===== config.mk =====
export PLATFORM = sky130hd
export DESIGN_NAME = ufp_deframer
export DESIGN_NICKNAME = d
export VERILOG_FILES = /design/src/rtl/ufp_pkg.sv /design/src/rtl/ufp_deframer.sv
export SDC_FILE = /design/constraint.sdc
export NUM_CORES = 1
export LEC_CHECK = 0
export BUFFER_PORTS_ARGS = -buffer_cell sky130_fd_sc_hd__buf_2
export CAP_MARGIN = 20
export CORE_ASPECT_RATIO = 0.75
export CORE_MARGIN = 3
export CORE_UTILIZATION = 60
export CTS_BUF_LIST = sky130_fd_sc_hd__clkbuf_8
export CTS_CLUSTER_SIZE = 40
export DETAILED_ROUTE_END_ITERATION = 8
export PLACE_DENSITY = 0.83
export SKIP_LAST_GASP = 1
export SLEW_MARGIN = 0
export SYNTH_ARGS = -nofsm -noshare
export SYNTH_HDL_FRONTEND = slang
export SYNTH_SLANG_ARGS = --single-unit

===== constraint.sdc =====
create_clock -name clk -period 6.5 [get_ports clk]
set_input_delay 1.95 -clock clk [delete_from_list [all_inputs] [get_ports clk]]
set_output_delay 1.95 -clock clk [all_outputs]
set_load 0.03 [all_outputs]

===== src/rtl/ufp_pkg.sv =====
// Package for the UART frame parser with CRC-16/MAXIM check.
// Holds frame constants, phase and result-kind types, the result struct
// and the byte-wide CRC update. No dependencies.
`timescale 1ns / 1ps

package ufp_pkg;

  localparam logic [7:0]  HDR_BYTE    = 8'hE6;
  localparam logic [7:0]  TAIL_BYTE   = 8'h6E;
  localparam logic [15:0] CRC_POLY    = 16'hA001;
  localparam logic [15:0] CRC_INIT    = 16'h0000;
  localparam int          MAX_PAYLOAD = 1024;
  localparam int          CNT_W       = $clog2(MAX_PAYLOAD + 1);

  typedef enum logic [3:0] {
    PH_HUNT1,
    PH_HUNT2,
    PH_SEQ_H,
    PH_SEQ_L,
    PH_CMD,
    PH_LEN_H,
    PH_LEN_L,
    PH_DATA,
    PH_CRC_H,
    PH_CRC_L,
    PH_TAIL1,
    PH_TAIL2_OK,
    PH_TAIL2_BAD
  } phase_t;

  typedef enum logic [2:0] {
    K_DATA    = 3'd0,
    K_GOOD    = 3'd1,
    K_CRCERR  = 3'd2,
    K_TAILERR = 3'd3,
    K_LENERR  = 3'd4
  } kind_t;

  typedef struct packed {
    kind_t       kind;
    logic [7:0]  data_byte;
    logic [15:0] seq_id;
    logic [7:0]  command;
    logic [15:0] payload_len;
    logic        frame_end;
  } res_t;

  function automatic logic [15:0] crc16_byte(input logic [15:0] crc_in,
                                             input logic [7:0]  b);
    logic [15:0] c;
    c = crc_in ^ {8'h00, b};
    for (int i = 0; i < 8; i++) begin
      if (c[0]) begin
        c = (c >> 1) ^ CRC_POLY;
      end else begin
        c = c >> 1;
      end
    end
    return c;
  endfunction

endpackage


===== src/rtl/ufp_deframer.sv =====
// Frame phase tracker: header hunt, field capture, CRC accumulation and
// end-of-frame status. Depends on ufp_pkg.
`timescale 1ns / 1ps

module ufp_deframer
  import ufp_pkg::*;
(
  input  logic       clk,
  input  logic       rst_n,
  input  logic       take,
  input  logic [7:0] rx_byte,
  output logic       res_valid,
  output res_t       res
);

  phase_t             phase_r, phase_nxt;
  logic [15:0]        seq_r, seq_nxt;
  logic [7:0]         cmd_r, cmd_nxt;
  logic [15:0]        len_r, len_nxt;
  logic [CNT_W-1:0]   cnt_r, cnt_nxt;
  logic [15:0]        crc_r, crc_nxt;
  logic [15:0]        chk_r, chk_nxt;
  logic [15:0]        crc_upd;
  logic [CNT_W-1:0]   cnt_inc;

  assign crc_upd = crc16_byte(crc_r, rx_byte);
  assign cnt_inc = cnt_r + CNT_W'(1);

  always_ff @(posedge clk) begin
    if (!rst_n) begin
      phase_r <= PH_HUNT1;
      seq_r   <= '0;
      cmd_r   <= '0;
      len_r   <= '0;
      cnt_r   <= '0;
      crc_r   <= CRC_INIT;
      chk_r   <= '0;
    end else if (take) begin
      phase_r <= phase_nxt;
      seq_r   <= seq_nxt;
      cmd_r   <= cmd_nxt;
      len_r   <= len_nxt;
      cnt_r   <= cnt_nxt;
      crc_r   <= crc_nxt;
      chk_r   <= chk_nxt;
    end
  end

  always_comb begin
    phase_nxt = phase_r;
    seq_nxt   = seq_r;
    cmd_nxt   = cmd_r;
    len_nxt   = len_r;
    cnt_nxt   = cnt_r;
    crc_nxt   = crc_r;
    chk_nxt   = chk_r;
    res_valid = 1'b0;
    res.kind      = K_DATA;
    res.data_byte = '0;
    res.frame_end = 1'b0;

    unique case (phase_r)
      PH_HUNT1: begin
        if (rx_byte == HDR_BYTE) phase_nxt = PH_HUNT2;
      end
      PH_HUNT2: begin
        phase_nxt = (rx_byte == HDR_BYTE) ? PH_SEQ_H : PH_HUNT1;
        crc_nxt   = CRC_INIT;
      end
      PH_SEQ_H: begin
        seq_nxt   = {rx_byte, 8'h00};
        crc_nxt   = crc_upd;
        phase_nxt = PH_SEQ_L;
      end
      PH_SEQ_L: begin
        seq_nxt   = {seq_r[15:8], rx_byte};
        crc_nxt   = crc_upd;
        phase_nxt = PH_CMD;
      end
      PH_CMD: begin
        cmd_nxt   = rx_byte;
        crc_nxt   = crc_upd;
        phase_nxt = PH_LEN_H;
      end
      PH_LEN_H: begin
        len_nxt   = {rx_byte, 8'h00};
        crc_nxt   = crc_upd;
        phase_nxt = PH_LEN_L;
      end
      PH_LEN_L: begin
        len_nxt = {len_r[15:8], rx_byte};
        crc_nxt = crc_upd;
        cnt_nxt = '0;
        if (len_nxt > 16'(MAX_PAYLOAD)) begin
          phase_nxt     = PH_HUNT1;
          res_valid     = 1'b1;
          res.kind      = K_LENERR;
          res.frame_end = 1'b1;
        end else begin
          phase_nxt = (len_nxt == 16'h0000) ? PH_CRC_H : PH_DATA;
        end
      end
      PH_DATA: begin
        crc_nxt = crc_upd;
        cnt_nxt = cnt_inc;
        if (16'(cnt_inc) >= len_r) phase_nxt = PH_CRC_H;
        res_valid     = 1'b1;
        res.kind      = K_DATA;
        res.data_byte = rx_byte;
      end
      PH_CRC_H: begin
        chk_nxt   = {rx_byte, 8'h00};
        phase_nxt = PH_CRC_L;
      end
      PH_CRC_L: begin
        chk_nxt   = {chk_r[15:8], rx_byte};
        phase_nxt = PH_TAIL1;
      end
      PH_TAIL1: begin
        phase_nxt = (rx_byte == TAIL_BYTE) ? PH_TAIL2_OK : PH_TAIL2_BAD;
      end
      PH_TAIL2_OK, PH_TAIL2_BAD: begin
        if (phase_r == PH_TAIL2_BAD || rx_byte != TAIL_BYTE) begin
          res.kind = K_TAILERR;
        end else if (~crc_r != chk_r) begin
          res.kind = K_CRCERR;
        end else begin
          res.kind = K_GOOD;
        end
        phase_nxt     = PH_HUNT1;
        res_valid     = 1'b1;
        res.frame_end = 1'b1;
      end
      default: begin
        phase_nxt = PH_HUNT1;
      end
    endcase

    res.seq_id      = seq_nxt;
    res.command     = cmd_nxt;
    res.payload_len = len_nxt;
  end

endmodule


==> metrics.md <==
| Metric | Value |
|---|---|
| MaxCap Viol Count | 0 |
| Die ar. | 0.00909 sq mm |
| I/O Buffers | 63 |
| WS Path Type | in2out |
| H-tree depth | 3 |
| Clock root buffer | clkbuf_8 |
| Initial core utilization | 0.635 |
| Hold Slack | 0.471 ns |
| Slowest CP cell | nor4_1 |
| Cts hold-fix bufs | 0 |
| Area grow syn2layout | 11.3% |
| Worst Path Max Fanout | 10 |
| Worst setup margin | 0.960 ns |
| Largest net degree at the start of global routing | 80 |
| Worst-path clk slew | 0.09 ns |
| Grt ovf | 0 |
| Worst-skew pair later-pin latency | 0.37 ns |
| Worst-path cell chain | buf_2, nor4_1, a31oi_1, o31a_1, a21o_1, nand2b_1, buf_2 |
| PwrDens | 303 mW/mm^2 |
| Most used cell, CP | buf_2 |
| ANT nets after route | 0 |
| I/O pin cnt | 64 |
| Diode count | 0 |
| # DRC | 0 |
| DR vias/cell | 6.07 |
| Post-CTS setup buffers | 0 |
| Power Total | 1.61 mW |
| Crit path required time | 4.55 ns |
| First-pass GRT wire length | 21.6 mm |
| Initial antenna violation count | 0 |
| Worst Hold Class | reg2reg |
| Post-synth EDFFs | 0 |
| Element type at the critical path start | input port |
| Worst EP arrival | 3.59 ns |
| Synth Register Bits | 87 |
| RSZ-0062 raised after global routing | no |
| Cell family with most CP delay | compound AO/OA/AOI/OAI gates |
| CTS Buf Count | 9 |
| Fin. max-slew vios | 0 |
| Top cells by area, synth | dfxtp_1 36%, nand2_1 7.6%, a21oi_1 6.2%, xnor2_1 6.0%, mux2_2 4.7% |
| GRT Total Usage | 0.300 |
| Gpl congestion | 0.903 |
| Total number of vias | 4541 |
| Bufs and invs on worst path | 2 |
| Leak Pwr | 2.15 nW |
| Worst-margin pin slew | 0.871 ns |
| Chip height | 83.3 microns |
| Dominant cell type by area after synthesis | dfxtp_1 |
| DIE WIDTH | 109 microns |
| Status | completed |
| Synth Cell Area | 0.00478 sq mm |
| Clock Sinks | 87 |
| Pre-CTS setup slack | 1.04 ns |
| Critical Path Max Stage Delay | 0.47 ns |
| Setup_tns | 0 ns |
| Setup violators final | 0 |
| DP HPWL | 9.02 mm |
| Net count, final | 665 |
| Synth Net Count | 623 |
| Tmin final | 5.54 ns |
| Crit path capture type | primary output |
| Ratio of cells with drive above 1 in the final layout | 0.182 |
| Rel. slew slack | 0.419 |
| Routed Wire Length | 13.1 mm |
| Crit share post-route | 0.852 |
| Cells after Synth | 600 |
| Sequential area share after synthesis | 0.364 |
| Async SR Flop Fraction | 0 |
| WL per Instance | 17.6 microns |
| Core footprint | 0.00753 sq mm |
| Final hold violation count | 0 |
| Synthesis Warnings | 0 |
| Clock Path Buffers | 2 |
| Filler cells | 607 |
| Drt pass-1 iters | 5 |
| Clock Skews | 0.0122 ns |
| Most common cell after layout, fill and taps aside | nand2_1 |
| Vias in the first global route | 4231 |
| Cell row count | 27 |
| DR iter-0 viols | 413 |
| F_max | 0.180 GHz |
| TritonCTS clock tree | yes |
| Yosys top cell area share | 0.364 |
| Ys flop type | dfxtp_1 |
| Peak VDD IR | 0.000216 V |
| Syn_area_per_cell | 7.97 sq um |
| Most frequent cells in the layout | 97 x nand2_1, 87 x dfxtp_1, 63 x buf_2, 59 x a21oi_1, 58 x nor2_1 |
| Post-cts sizing count | 0 |
| Netlist cell types | 53 |
-- area by class of cell --
type	count	area, sq um	share of cell area
inverter	18	67.6	0.0127
tap	101	126	0.0238
clock inverter	5	43.8	0.00823
sequential	87	1740	0.327
multi-input combinational	455	2810	0.529
timing repair buffer	71	375	0.0706
clock buffer	11	151	0.0285
-- power by group --
part           internal (mW)  switching (mW)
clock network          0.166           0.210
logic                  0.221           0.381
registers              0.577          0.0572
-- cells by family after synthesis --
| group | Yosys count | share of synthesized area |
|---|---|---|
| XOR/XNOR | 47 | 0.0905 |
| adder cells (fa/ha/maj) | 12 | 0.0314 |
| buffers and inverters | 58 | 0.0474 |
| flip-flops | 87 | 0.364 |
| multiplexers | 29 | 0.0659 |
| AND/OR/NAND/NOR | 223 | 0.215 |
| AO/OA/AOI/OAI | 144 | 0.186 |
-- synthesized netlist by cell type, types with 2 or more instances --
library cell	n
nor2_1	58
o21ai_0	32
inv_2	2
inv_1	16
nand3_1	11
o21ai_1	3
nand4_1	2
buf_2	7
dfxtp_1	87
a21oi_1	59
a22o_1	8
ha_1	12
clkbuf_1	33
a22oi_1	16
a31oi_1	4
nand3b_1	2
xor2_1	12
nor4b_1	2
nor3_2	3
mux2_2	20
nand2_1	97
nor4_1	5
or3_1	4
nor3b_1	5
nor3_1	8
a211oi_1	3
o21a_1	2
o211a_1	4
mux2i_1	9
a21o_1	2
nand2b_1	3
and2_1	9
xnor2_1	33
o211ai_1	2
o31ai_1	2
and3_1	6
-- worst min-delay path, cell delays in order (launching register included) --
cell     delay (ns)
dfxtp_1        0.32
nand2_1        0.06
a21oi_1        0.05
-- layer usage --
metal | global-route usage | wire length (microns) | vias up
li1 | - | - | 2147
met1 | 0.435 | 5730 | 2115
met2 | 0.435 | 5830 | 255
met3 | 0.0894 | 1400 | 24
met4 | 0.0700 | 170 | 0
met5 | 0 | 0 | -
-- registers in the layout, summed over array words and instances (netlist names) --
| signal | flops |
|---|---|
| cnt_r | 11 |
| chk_r | 16 |
| seq_r | 16 |
| cmd_r | 8 |
| len_r | 16 |
| crc_r | 16 |
| phase_r | 4 |
-- path summary, 6_finish.rpt --
path | to | slack, ns | startpoint | depth (start not counted)
worst max register to register | phase_r[1] | 3.29 | cnt_r[0] | 11
worst min-delay path | seq_r[4] | 0.47 | seq_r[4] | 2
worst max-delay path | res_valid | 0.96 | rx_byte[5] | 7
worst min register to register | seq_r[4] | 0.47 | seq_r[4] | 2
-- through the flow --
step / utilization / instances / cell area, sq um
floorplan: - / 600 / 4780
global placement: 0.680 / 732 / 5120
detailed placement: 0.680 / 732 / 5120
CTS: 0.706 / 748 / 5320
global route: 0.706 / 748 / 5320
finish: 0.706 / 748 / 5320
(Power assumes the default switching activity.)
